**src/rtl/core/sfre_pkg.sv**
```systemverilog
// Shared types and constants for the SPI flash range erase sequencer.
// Holds flash opcodes, default geometry and the transfer record types.
// No dependencies; used by every module of the block.
`timescale 1ns / 1ps
`default_nettype none

package sfre_pkg;

   // Default flash geometry
   localparam int SECTOR_COUNT_DEF  = 512;
   localparam int SECTOR_BYTES_DEF  = 4096;
   localparam int BLOCK_SECTORS_DEF = 8;

   // Field widths
   localparam int SEC_W  = 10;
   localparam int ADDR_W = 21;
   localparam int BYTE_W = 8;

   // Flash command bytes
   localparam logic [BYTE_W-1:0] OP_RDSR = 8'h05;  // read status
   localparam logic [BYTE_W-1:0] OP_EWSR = 8'h50;  // enable status write
   localparam logic [BYTE_W-1:0] OP_WRSR = 8'h01;  // write status
   localparam logic [BYTE_W-1:0] OP_WREN = 8'h06;  // write enable
   localparam logic [BYTE_W-1:0] OP_SE   = 8'h20;  // sector erase
   localparam logic [BYTE_W-1:0] OP_CE   = 8'h60;  // chip erase
   localparam logic [BYTE_W-1:0] OP_BE32 = 8'h52;  // 32KB block erase
   localparam logic [BYTE_W-1:0] OP_NONE = 8'h00;  // no command carried

   // Status value that means the erase is still running
   localparam logic [BYTE_W-1:0] STATUS_BUSY = 8'h03;

   // Request actions
   localparam logic ACT_START = 1'b0;
   localparam logic ACT_DONE  = 1'b1;

   typedef struct packed {
      logic              action;
      logic [SEC_W-1:0]  first_sector;
      logic [SEC_W-1:0]  last_sector;
      logic [BYTE_W-1:0] returned_byte;
   } req_item_type;

   typedef struct packed {
      logic              valid;
      req_item_type      item;
   } req_slot_type;

   typedef struct packed {
      logic [BYTE_W-1:0] opcode;
      logic              send_address;
      logic [ADDR_W-1:0] address;
      logic              send_data;
      logic [BYTE_W-1:0] data_byte;
      logic              read_reply;
      logic              finished;
      logic              failed;
   } rsp_item_type;

   typedef struct packed {
      logic              has_rsp;
      rsp_item_type      item;
   } step_out_type;

endpackage

`default_nettype wire

```
**src/rtl/core/spi_flash_range_erase_sequencer_top.sv**
```systemverilog
// SPI flash range erase sequencer, top level.
// Channels: req_* carries one event per transfer: a start (action 0) with two
// sector numbers in either order, or a completion (action 1) of the command
// last issued, with the status byte it read back. rsp_* carries the next flash
// command (opcode, optional address, optional data byte, read flag) or an end
// marker (finished, with failed set for a sector beyond the flash).
// Flow: a request taken into the input register passes through the core into the
// output register, which drives rsp_valid.
// Throughput: one request per cycle unless the result stalls; the phase machine
// and counters advance in one register-to-register step, with one address multiply.
// Starts while a sequence runs and completions while idle give no result.
// Reset: synchronous, clears the phase machine, counters and both valid flags.
// Stall: a stalled result holds; one more request may still be taken into the
// input register, after which req_stall rises until the result drains.
// Depends on sfre_pkg, sfre_in_stage, sfre_core and sfre_out_stage.
`timescale 1ns / 1ps
`default_nettype none

module spi_flash_range_erase_sequencer_top #(
   parameter int SECTOR_COUNT  = sfre_pkg::SECTOR_COUNT_DEF,
   parameter int SECTOR_BYTES  = sfre_pkg::SECTOR_BYTES_DEF,
   parameter int BLOCK_SECTORS = sfre_pkg::BLOCK_SECTORS_DEF
) (
   input  wire logic                          clock,
   input  wire logic                          reset,
   input  wire logic                          req_valid,
   output      logic                          req_stall,
   input  wire logic                          req_action,
   input  wire logic [sfre_pkg::SEC_W-1:0]    req_first_sector,
   input  wire logic [sfre_pkg::SEC_W-1:0]    req_last_sector,
   input  wire logic [sfre_pkg::BYTE_W-1:0]   req_returned_byte,
   output      logic                          rsp_valid,
   input  wire logic                          rsp_stall,
   output      logic [sfre_pkg::BYTE_W-1:0]   rsp_opcode,
   output      logic                          rsp_send_address,
   output      logic [sfre_pkg::ADDR_W-1:0]   rsp_address,
   output      logic                          rsp_send_data,
   output      logic [sfre_pkg::BYTE_W-1:0]   rsp_data_byte,
   output      logic                          rsp_read_reply,
   output      logic                          rsp_finished,
   output      logic                          rsp_failed
);

   sfre_pkg::req_item_type req_item;
   sfre_pkg::req_slot_type slot;
   sfre_pkg::step_out_type step;
   sfre_pkg::rsp_item_type rsp_item;
   logic                   out_free;
   logic                   take;

   assign req_item.action        = req_action;
   assign req_item.first_sector  = req_first_sector;
   assign req_item.last_sector   = req_last_sector;
   assign req_item.returned_byte = req_returned_byte;

   // Request moves through the core when the result register has room
   assign take = slot.valid && out_free;

   sfre_in_stage u_in (
      .clock    (clock),
      .reset    (reset),
      .in_valid (req_valid),
      .in_stall (req_stall),
      .in_item  (req_item),
      .take     (take),
      .slot     (slot)
   );

   sfre_core #(
      .SECTOR_COUNT  (SECTOR_COUNT),
      .SECTOR_BYTES  (SECTOR_BYTES),
      .BLOCK_SECTORS (BLOCK_SECTORS)
   ) u_core (
      .clock (clock),
      .reset (reset),
      .take  (take),
      .item  (slot.item),
      .step  (step)
   );

   sfre_out_stage u_out (
      .clock     (clock),
      .reset     (reset),
      .take      (take),
      .step      (step),
      .out_free  (out_free),
      .out_valid (rsp_valid),
      .out_stall (rsp_stall),
      .out_item  (rsp_item)
   );

   assign rsp_opcode       = rsp_item.opcode;
   assign rsp_send_address = rsp_item.send_address;
   assign rsp_address      = rsp_item.address;
   assign rsp_send_data    = rsp_item.send_data;
   assign rsp_data_byte    = rsp_item.data_byte;
   assign rsp_read_reply   = rsp_item.read_reply;
   assign rsp_finished     = rsp_item.finished;
   assign rsp_failed       = rsp_item.failed;

endmodule

`default_nettype wire

```
**src/rtl/core/sfre_in_stage.sv**
```systemverilog
// Input register of the erase sequencer: holds one request transfer.
// Depends on sfre_pkg for the request record.
`timescale 1ns / 1ps
`default_nettype none

module sfre_in_stage (
   input  wire logic                  clock,
   input  wire logic                  reset,
   input  wire logic                  in_valid,
   output      logic                  in_stall,
   input  wire sfre_pkg::req_item_type in_item,
   input  wire logic                  take,
   output      sfre_pkg::req_slot_type slot
);

   logic                   valid_ff;
   logic                   valid_in;
   sfre_pkg::req_item_type item_ff;

   // Full register that is not consumed this cycle blocks the sender
   assign in_stall = valid_ff && !take;
   assign valid_in = in_valid || (valid_ff && !take);

   always_ff @(posedge clock) begin
      if (reset) begin
         valid_ff <= 1'b0;
      end else begin
         valid_ff <= valid_in;
      end
   end

   // Payload loads on every accepted transfer
   always_ff @(posedge clock) begin
      if (!in_stall && in_valid) begin
         item_ff <= in_item;
      end
   end

   assign slot.valid = valid_ff;
   assign slot.item  = item_ff;

endmodule

`default_nettype wire

```
**src/rtl/core/sfre_core.sv**
```systemverilog
// Phase machine and counters of the erase sequencer; builds one command per step.
// Depends on sfre_pkg for opcodes and records.
`timescale 1ns / 1ps
`default_nettype none

module sfre_core #(
   parameter int SECTOR_COUNT  = sfre_pkg::SECTOR_COUNT_DEF,
   parameter int SECTOR_BYTES  = sfre_pkg::SECTOR_BYTES_DEF,
   parameter int BLOCK_SECTORS = sfre_pkg::BLOCK_SECTORS_DEF
) (
   input  wire logic                  clock,
   input  wire logic                  reset,
   input  wire logic                  take,
   input  wire sfre_pkg::req_item_type item,
   output      sfre_pkg::step_out_type step
);

   localparam logic [sfre_pkg::SEC_W-1:0]  LastSec   = sfre_pkg::SEC_W'(SECTOR_COUNT - 1);
   localparam logic [sfre_pkg::SEC_W-1:0]  BlockSec  = sfre_pkg::SEC_W'(BLOCK_SECTORS);
   localparam logic [sfre_pkg::ADDR_W-1:0] SecBytesA = sfre_pkg::ADDR_W'(SECTOR_BYTES);

   typedef enum logic [4:0] {
      PH_IDLE,
      PH_SAVE,
      PH_EWSR,
      PH_CLEAR,
      PH_WREN_PRE,
      PH_WREN_ONE,
      PH_ERASE_END,
      PH_POLL_END,
      PH_WREN_LOOP,
      PH_ERASE_LOOP,
      PH_POLL_LOOP,
      PH_WREN_RST,
      PH_EWSR_RST,
      PH_WRSR_RST
   } phase_type;

   phase_type                     phase_ff, phase_in;
   logic [sfre_pkg::SEC_W-1:0]    cur_sec_ff, cur_sec_in;
   logic [sfre_pkg::SEC_W-1:0]    left_ff, left_in;
   logic [sfre_pkg::BYTE_W-1:0]   saved_ff, saved_in;

   logic [sfre_pkg::SEC_W-1:0]    lo_sec, hi_sec;
   logic                          range_bad;
   logic [sfre_pkg::ADDR_W-1:0]   sec_addr;
   logic                          blk_step;
   logic                          busy_rb;
   logic [sfre_pkg::SEC_W-1:0]    loop_cur_next, loop_left_next;

   // Range ordering and check on a start request
   assign lo_sec    = (item.first_sector < item.last_sector) ? item.first_sector
                                                             : item.last_sector;
   assign hi_sec    = (item.first_sector < item.last_sector) ? item.last_sector
                                                             : item.first_sector;
   assign range_bad = (item.first_sector > LastSec) || (item.last_sector > LastSec);

   // Byte address of the current sector, wrapping at the address width
   assign sec_addr = sfre_pkg::ADDR_W'(cur_sec_ff) * SecBytesA;

   // Erase loop advance: whole block while enough sectors remain, else one sector
   assign blk_step       = left_ff >= BlockSec;
   assign busy_rb        = item.returned_byte == sfre_pkg::STATUS_BUSY;
   assign loop_cur_next  = blk_step ? cur_sec_ff + BlockSec : cur_sec_ff + 1'b1;
   assign loop_left_next = blk_step ? left_ff - BlockSec
                                    : ((left_ff != '0) ? left_ff - 1'b1 : '0);

   // Next state and command for the request in the input register
   always_comb begin
      phase_in   = phase_ff;
      cur_sec_in = cur_sec_ff;
      left_in    = left_ff;
      saved_in   = saved_ff;
      step       = '0;

      if (item.action == sfre_pkg::ACT_START) begin
         if (phase_ff == PH_IDLE) begin
            step.has_rsp = 1'b1;
            if (range_bad) begin
               step.item.finished = 1'b1;
               step.item.failed   = 1'b1;
            end else begin
               cur_sec_in             = lo_sec;
               left_in                = hi_sec - lo_sec;
               phase_in               = PH_SAVE;
               step.item.opcode       = sfre_pkg::OP_RDSR;
               step.item.read_reply   = 1'b1;
            end
         end
      end else begin
         step.has_rsp = 1'b1;
         case (phase_ff)
            PH_SAVE: begin
               saved_in         = item.returned_byte;
               phase_in         = PH_EWSR;
               step.item.opcode = sfre_pkg::OP_EWSR;
            end
            PH_EWSR: begin
               phase_in            = PH_CLEAR;
               step.item.opcode    = sfre_pkg::OP_WRSR;
               step.item.send_data = 1'b1;
            end
            PH_CLEAR: begin
               phase_in         = PH_WREN_PRE;
               step.item.opcode = sfre_pkg::OP_WREN;
            end
            PH_WREN_PRE: begin
               if (left_ff == '0) begin
                  phase_in         = PH_WREN_ONE;
                  step.item.opcode = sfre_pkg::OP_WREN;
               end else if (left_ff == LastSec) begin
                  phase_in         = PH_ERASE_END;
                  step.item.opcode = sfre_pkg::OP_CE;
               end else begin
                  left_in          = left_ff + 1'b1;
                  phase_in         = PH_WREN_LOOP;
                  step.item.opcode = sfre_pkg::OP_WREN;
               end
            end
            PH_WREN_ONE: begin
               phase_in               = PH_ERASE_END;
               step.item.opcode       = sfre_pkg::OP_SE;
               step.item.send_address = 1'b1;
               step.item.address      = sec_addr;
            end
            PH_ERASE_END: begin
               phase_in             = PH_POLL_END;
               step.item.opcode     = sfre_pkg::OP_RDSR;
               step.item.read_reply = 1'b1;
            end
            PH_POLL_END: begin
               if (busy_rb) begin
                  step.item.opcode     = sfre_pkg::OP_RDSR;
                  step.item.read_reply = 1'b1;
               end else begin
                  phase_in           = PH_IDLE;
                  step.item.finished = 1'b1;
               end
            end
            PH_WREN_LOOP: begin
               phase_in               = PH_ERASE_LOOP;
               step.item.opcode       = blk_step ? sfre_pkg::OP_BE32 : sfre_pkg::OP_SE;
               step.item.send_address = 1'b1;
               step.item.address      = sec_addr;
            end
            PH_ERASE_LOOP: begin
               phase_in             = PH_POLL_LOOP;
               step.item.opcode     = sfre_pkg::OP_RDSR;
               step.item.read_reply = 1'b1;
            end
            PH_POLL_LOOP: begin
               if (busy_rb) begin
                  step.item.opcode     = sfre_pkg::OP_RDSR;
                  step.item.read_reply = 1'b1;
               end else begin
                  cur_sec_in       = loop_cur_next;
                  left_in          = loop_left_next;
                  phase_in         = (loop_left_next != '0) ? PH_WREN_LOOP : PH_WREN_RST;
                  step.item.opcode = sfre_pkg::OP_WREN;
               end
            end
            PH_WREN_RST: begin
               phase_in         = PH_EWSR_RST;
               step.item.opcode = sfre_pkg::OP_EWSR;
            end
            PH_EWSR_RST: begin
               phase_in            = PH_WRSR_RST;
               step.item.opcode    = sfre_pkg::OP_WRSR;
               step.item.send_data = 1'b1;
               step.item.data_byte = saved_ff;
            end
            PH_WRSR_RST: begin
               phase_in           = PH_IDLE;
               step.item.finished = 1'b1;
            end
            default: begin
               // completion with nothing outstanding
               phase_in     = PH_IDLE;
               step.has_rsp = 1'b0;
            end
         endcase
      end
   end

   // State advances only when a request is consumed
   always_ff @(posedge clock) begin
      if (reset) begin
         phase_ff   <= PH_IDLE;
         cur_sec_ff <= '0;
         left_ff    <= '0;
         saved_ff   <= '0;
      end else if (take) begin
         phase_ff   <= phase_in;
         cur_sec_ff <= cur_sec_in;
         left_ff    <= left_in;
         saved_ff   <= saved_in;
      end
   end

endmodule

`default_nettype wire

```
**src/rtl/core/sfre_out_stage.sv**
```systemverilog
// Result register of the erase sequencer: holds one command transfer until taken.
// Depends on sfre_pkg for the result record.
`timescale 1ns / 1ps
`default_nettype none

module sfre_out_stage (
   input  wire logic                  clock,
   input  wire logic                  reset,
   input  wire logic                  take,
   input  wire sfre_pkg::step_out_type step,
   output      logic                  out_free,
   output      logic                  out_valid,
   input  wire logic                  out_stall,
   output      sfre_pkg::rsp_item_type out_item
);

   logic                   valid_ff;
   logic                   valid_in;
   sfre_pkg::rsp_item_type item_ff;

   // Register can load when empty or being drained this cycle
   assign out_free = !valid_ff || !out_stall;
   assign valid_in = out_free ? (take && step.has_rsp) : valid_ff;

   always_ff @(posedge clock) begin
      if (reset) begin
         valid_ff <= 1'b0;
      end else begin
         valid_ff <= valid_in;
      end
   end

   always_ff @(posedge clock) begin
      if (take && step.has_rsp) begin
         item_ff <= step.item;
      end
   end

   assign out_valid = valid_ff;
   assign out_item  = item_ff;

endmodule

`default_nettype wire

```
**config.mk**
```make
export PLATFORM = sky130hd
export DESIGN_NAME = spi_flash_range_erase_sequencer_top
export DESIGN_NICKNAME = d
export VERILOG_FILES = /design/src/rtl/core/sfre_pkg.sv /design/src/rtl/core/spi_flash_range_erase_sequencer_top.sv /design/src/rtl/core/sfre_in_stage.sv /design/src/rtl/core/sfre_core.sv /design/src/rtl/core/sfre_out_stage.sv
export SDC_FILE = /design/constraint.sdc
export NUM_CORES = 1
export LEC_CHECK = 0
export BUFFER_PORTS_ARGS = -buffer_cell sky130_fd_sc_hd__buf_2
export CAP_MARGIN = 20
export CORE_AREA = 2 2 79 137
export CTS_BUF_LIST = sky130_fd_sc_hd__clkbuf_16
export CTS_CLUSTER_DIAMETER = 80
export CTS_CLUSTER_SIZE = 24
export DETAILED_ROUTE_END_ITERATION = 8
export DIE_AREA = 0 0 81 139
export GPL_TIMING_DRIVEN = 0
export PLACE_DENSITY = 0.75
export SYNTH_ARGS = -nofsm -noshare
export SYNTH_HDL_FRONTEND = slang
export SYNTH_SLANG_ARGS = --single-unit
```
**constraint.sdc**
```tcl
create_clock -name clock -period 7.25 [get_ports clock]
set_input_delay 0.725 -clock clock [delete_from_list [all_inputs] [get_ports clock]]
set_output_delay 0.725 -clock clock [all_outputs]
set_load 0.02 [all_outputs]
```
# [Word level (Yosys, flattened, before mapping)]
# Cells that the tools add are included.
[word_totals] elab_cells=128 regBits=106 input_bits=33 output_inout_bits=44
[op_classes] n_mux=46 n_reduce_logical=29 order_cmp=4 n_bitwise=1 n_eq_ne=23 n_addsub=6
[ops] op="$mux W10" count=16
[ops] op="$pmux W8 S9" count=1
[ops] op="$pmux W5 S12" count=1
[ops] op="$eq A5 B4 Y1 const B" count=6
[ops] op="$mux W5" count=5
[ops] op="$mux W22" count=1
[ops] op="$add A10 B1 Y10 const B" count=2
[ops] op="$eq A5 B3 Y1 const B" count=4
[ops] op="$gt A10 B9 Y1 const B" count=2
[ops] op="$pmux W10 S2" count=1
[ops] op="$reduce_bool A10 Y1" count=2
[ops] op="$mux W9" count=2
[ops] op="$mux W7" count=2
[ops] op="$reduce_or A13 Y1" count=1
[ops] op="$ne A3 B3 Y1 const B" count=4
[ops] op="$reduce_or A2 Y1" count=6
[ops] op="$add A10 B4 Y10 const B" count=1
[ops] op="$eq A10 B9 Y1 const B" count=1
[ops] op="$eq A5 B2 Y1 const B" count=2
[ops] op="$ge A10 B4 Y1 const B" count=1
[ops] op="$logic_not A10 Y1" count=1
[ops] op="$lt A10 B10 Y1" count=1
[ops] op="$reduce_and A5 Y1" count=2
[ops] op="$sub A10 B1 Y10 const B" count=1
[ops] op="other kinds (22)" count=43

# [Depth between registers and ports, before layout]
[logic_depth] depth_word=8 depth_mapped=18 depth_no_buf=16

# [By module]
# A second synthesis with hierarchy kept.
[unflattened] hier_cells=594 hier_area_um2=5962.0
[modules_own_cells] mod="sfre_core" instances=1 cells_each=512 area_each_um2=3723.6 seq_area_each_um2=620.6
[modules_own_cells] mod="sfre_out_stage" instances=1 cells_each=47 area_each_um2=1303.8 seq_area_each_um2=1281.2
[modules_own_cells] mod="sfre_in_stage" instances=1 cells_each=34 area_each_um2=928.4 seq_area_each_um2=890.9
[modules_own_cells] mod="spi_flash_range_erase_sequencer_top" instances=1 cells_each=1 area_each_um2=6.3 seq_area_each_um2=0.0

# [Worst setup path after synthesis]
# No wires, ideal clock.
[synth_path] path_kind="reg-to-reg" start="register u_in.item_ff (netlist bit u_in.slot[11])" end="register u_core.left_ff[8] in the netlist's numbering" required_time_ns=7.164 setup_time_ns=0.086 n_path_buf=2 path_slack_ns=3.785 stages_incl_launch_ff=19 t_arrival_ns=3.380 period_less_slack_ns=3.465 cell_sequence="edfxtp_1 inv_1 ha_1 buf_2 a211oi_2 nor3_1 or2_1 or2_1 buf_2 o22a_1 ha_1 o21ai_0 o21ai_0 a211oi_1 a221o_1 and3b_1 o21ai_1 xnor2_1 a211oi_1"
[synth_via] elab_chain_cells=6 elab_cells_between_ends=11 classes_between="add/sub (1); order compare (2); eq/ne (1); mux (5); reduce/logical (2)"
[synth_lines] item="from (decl)" line="sfre_in_stage.sv:18" source="sfre_pkg::req_item_type item_ff;"
[synth_lines] item="from (signal assigned)" line="sfre_in_stage.sv:35" source="item_ff <= in_item;"
[synth_lines] item="$lt A10 B10 Y1" line="sfre_core.sv:52, sfre_core.sv:54"
[synth_lines] item="$mux W10, on equally long branches" line="sfre_core.sv:54, sfre_core.sv:52"
[synth_lines] item="$sub A10 B10 Y10" line="sfre_core.sv:84" source="left_in = hi_sec - lo_sec;"
[synth_lines] item="$mux W10" line="sfre_core.sv:79" source="if (range_bad) begin"
[synth_lines] item="$mux W10" line="sfre_core.sv:77" source="if (phase_ff == PH_IDLE) begin"
[synth_lines] item="$mux W10" line="sfre_core.sv:76" source="if (item.action == sfre_pkg::ACT_START) begin"
[synth_lines] item="to (signal assigned)" line="sfre_core.sv:195" source="left_ff <= left_in;"
[synth_lines] item="to (decl)" line="sfre_core.sv:41" source="logic [sfre_pkg::SEC_W-1:0] left_ff, left_in;"
# Several ways; a longest one is shown, not always the timed one. The select of a mux whose other input is x is not followed.
# A chain may end at the register's enable or synchronous reset.

# [Worst setup path in the final report]
[layout_path] start="register u_in.item_ff (netlist bit u_in.slot[15])" end="register u_core.left_ff[6] in the netlist's numbering"
# Same word-level chain as after synthesis.

==> impl_results.md <==
* Core area at 10,200 sq um
* Number of global-route vias before repair at 4,730
* Slew headroom at 42.9%
* Compound-Gate Fraction of Synth Area at 18.3%
* GRT Residual Overflow at 0
* Arrival time of the worst setup path at 4.27 ns
* Routed wire length at 14,400 um
* First drt pass iteration count at 5
* Cts hold-fix bufs at 0
* Worst setup margin at 3.19 ns
* Post-CTS setup buffer count at 0
* H-Tree Depth at 3
* Unique masters post-synth at 68
* RR Endpoint: u_core.left_ff[6]$_SDFFE_PP0P_
* Post-synth EDFFs at 57
* Post-route DRC at 0
* Share of cells above drive strength 1 at 18.4%
* Maximum clock insertion buffer count at 2
* Max Freq at 246 MHz
* PnR Total Power at 1310 uW
* Most frequent cell after synthesis: nand2_1
* Area Overhead vs Synth at 16.3%
* XOR/XNOR share of the synthesized area at 3.06%
* Clk pin slew, worst setup/hold paths at 0.07 ns
* First-pass GRT wire length at 22,500 um
* Dominant combinational cell family by area after synthesis: simple AND/OR/NAND/NOR gates
* Cells after Synth at 593
* Share of the synthesized area in the top cell type at 31.5%
* Share of the yosys chip area belonging to registers at 43.7%
* Post-DP Area at 6000 sq um
* Final #Nets at 731
* Worst R2R Path Depth at 18
* Detailed-route via count at 4,714
* Min-Delay Path Class: flop to flop
* Routed len/inst at 17.7 um
* Max-cap violation count at 0
* Worst setup SP type: flop
* Syn avg cell area at 9.16 sq um
* Root Buffer: clkbuf_16
* Synth area leader: edfxtp_1
* CTS Buf Count at 9
* Crit end category: flop
* Die width at 81 um
* Ant diodes at 0
* Termination of the worst setup path: u_core.left_ff[6]$_SDFFE_PP0P_
* Leakage power at 0.00258 uW
* Largest cells by area after synthesis: edfxtp_1, dfxtp_1, nand2_1, ha_1, nor2_1
* Ys async rst share at 0%
* Pre-CTS setup slack at 3.27 ns
* Synth warn at 0
* Status: finished clean
* 1st-iter DRT viols at 278
* Die Height at 139 um
* Post-DRT Antenna Nets at 0
* Setup Viol. Count Final at 0
* Critical-path maximum fanout at 8
* Detailed Place HPWL at 11,000 um
* Hold Fails Final Rpt at 0
* Clock Sink Count at 90
* Fin crit share at 56.0%
* Inst Count DP at 797
* Fraction of synthesized area in multiplexers at 4.52%
* Post-CTS sizing at 0
* Die area at 11,300 sq um
* Synthesized area at 5430 sq um
* Worst Clk Skew at 0.00744 ns
* CTS tree: built
* VDD IR max at 136 uV
* IO Port Bufs at 62
* RSZ-0062 raised after global routing: false
* All-layer global routing usage at 26.1%
* Critical path type: flop to flop
* Initial Utilization at 53.4%
* Sum Neg Setup Slack at 0 ns
* Minimum clock period at 4.06 ns
* Initial antenna violation count at 0
* Synth cell count leaders: nand2_1, edfxtp_1, nor2_1
* Worst Path Required at 7.46 ns
* Largest net degree at the start of global routing at 21
* Post-Synth Adder-Cell Area at 3.92%
* Routability cong. at 0.979
* Core Rows at 49
* Via density per instance at 5.80
* Clock Latency Late Sink at 0.35 ns
* Worst-margin pin slew at 0.852 ns
* RR Startpoint: u_in.slot[15]$_DFFE_PP_
* Boundary pin count at 77
* Main flop type after synthesis: edfxtp_1
* Worst reg2reg setup slack at 3.19 ns
* Simple-gate share of the synthesized area at 19.8%
* Cell area after layout at 6310 sq um
* Pins Over Slew Limit at 0
* CP Launch Point: u_in.slot[15]$_DFFE_PP_
* #FFs+latches synth at 90
* Cell Pwr Density at 207 nW/um^2
* Fin cells at 813
[worst min path at each step]
| stage | end | slack [ns] | start | cells past startpoint |
|---|---|---|---|---|
| 6_report | u_core.saved_ff[6]$_SDFFE_PP0P_ | 0.50 | u_core.saved_ff[6]$_SDFFE_PP0P_ | 2 |
| 5_1_grt | u_core.saved_ff[0]$_SDFFE_PP0P_ | 0.53 | u_core.saved_ff[0]$_SDFFE_PP0P_ | 2 |
| 4_1_cts | u_core.saved_ff[6]$_SDFFE_PP0P_ | 0.50 | u_core.saved_ff[6]$_SDFFE_PP0P_ | 2 |
| 3_5_place_dp | u_core.saved_ff[6]$_SDFFE_PP0P_ | 0.48 | u_core.saved_ff[6]$_SDFFE_PP0P_ | 2 |
| 3_3_place_gp | u_core.saved_ff[3]$_SDFFE_PP0P_ | 0.47 | u_core.saved_ff[3]$_SDFFE_PP0P_ | 2 |
| 2_1_floorplan | u_core.saved_ff[0]$_SDFFE_PP0P_ | 0.46 | u_core.saved_ff[0]$_SDFFE_PP0P_ | 2 |
[registers in the layout (all words and copies together), names as in the netlist]
| register | flops |
|---|---|
| u_core.left_ff | 10 |
| u_core.cur_sec_ff | 9 |
| u_out.out_item | 28 |
| u_out.out_valid | 1 |
| u_in.slot | 29 |
| u_core.saved_ff | 8 |
| u_core.phase_ff | 4 |
| u_in.valid_ff | 1 |
[cells by family after synthesis]
group                      count (synthesis)
AOI/OAI and AO/OA                        149
xor gates and xnor gates                  19
adders and majority gates                 17
buffers and inverters                     73
DFF                                       90
muxes                                     24
other                                      1
and+or+nand+nor                          220
[final cells by class]
type	count	area [sq um]
plain buffers	52	282
clock buffers	9	225
clock inverters	7	93.8
fillers	923	3860
inverters	21	78.8
multi-input cells	443	2750
flip-flops and latches	90	2370
well taps	127	159
repair buffers	64	353
[per-stage QoR]
| stage | utilization (%) | hold slack, ns |
|---|---|---|
| 2_1_floorplan | - | 0.455 |
| 3_3_place_gp | 58.4 | 0.466 |
| 3_5_place_dp | 58.9 | 0.485 |
| 4_1_cts | 62.0 | 0.502 |
| 5_1_grt | 62.0 | 0.533 |
| 6_report | 62.0 | 0.496 |
[cells in the final DEF (no fill, tap or decap), drive strengths merged, types with 6 or more instances in the layout]
| cell type | Yosys | routed |
|---|---|---|
| edfxtp | 57 | 57 |
| nand2 | 66 | 66 |
| and2 | 19 | 19 |
| nor2b | 12 | 12 |
| clkbuf | 24 | 33 |
| xnor2 | 10 | 10 |
| buf | 28 | 92 |
| or3 | 7 | 7 |
| nor2 | 55 | 55 |
| o21ai | 33 | 33 |
| a211oi | 13 | 13 |
| nand2b | 11 | 11 |
| o22ai | 12 | 12 |
| a22oi | 7 | 7 |
| mux2i | 20 | 20 |
| o211ai | 9 | 9 |
| a21oi | 36 | 36 |
| nand3 | 10 | 10 |
| a31oi | 9 | 9 |
| xor2 | 9 | 9 |
| conb | 1 | 14 |
| ha | 17 | 17 |
| nand4 | 6 | 6 |
| dfxtp | 33 | 33 |
| or2 | 6 | 6 |
| inv | 21 | 25 |
| nor3 | 13 | 13 |
[layer usage]
metal	part of all wire [%]	global-route usage, %	up-vias	wire length, um
met5	0	0	-	0
met4	4.3	13.2	0	618
met3	3.9	4.10	43	562
met2	56	49.9	162	7990
met1	36	25.5	2224	5180
li1	-	-	2285	-
[report_power, final]
group	internal (uW)	leakage (uW)	switching, uW
clock network	278	0.000153	222
registers	564	0.000813	13.1
logic	88.2	0.00161	142
total	930	0.00258	376
[critical path, cell delays in order, from the launching register on]
cell      delay [ns]
edfxtp_1        0.39
inv_1           0.06
ha_1            0.29
clkbuf_1        0.21
a21oi_1         0.20
o21ai_0         0.14
or2_1           0.31
or2_1           0.23
buf_2           0.18
o22a_1          0.25
ha_1            0.23
o21ai_0         0.16
o21ai_0         0.11
a211oi_1        0.33
a221o_1         0.23
nand2_1         0.06
a21oi_1         0.19
xor2_1          0.25
a211oi_1        0.11
Power figures use the tool's default switching activity.
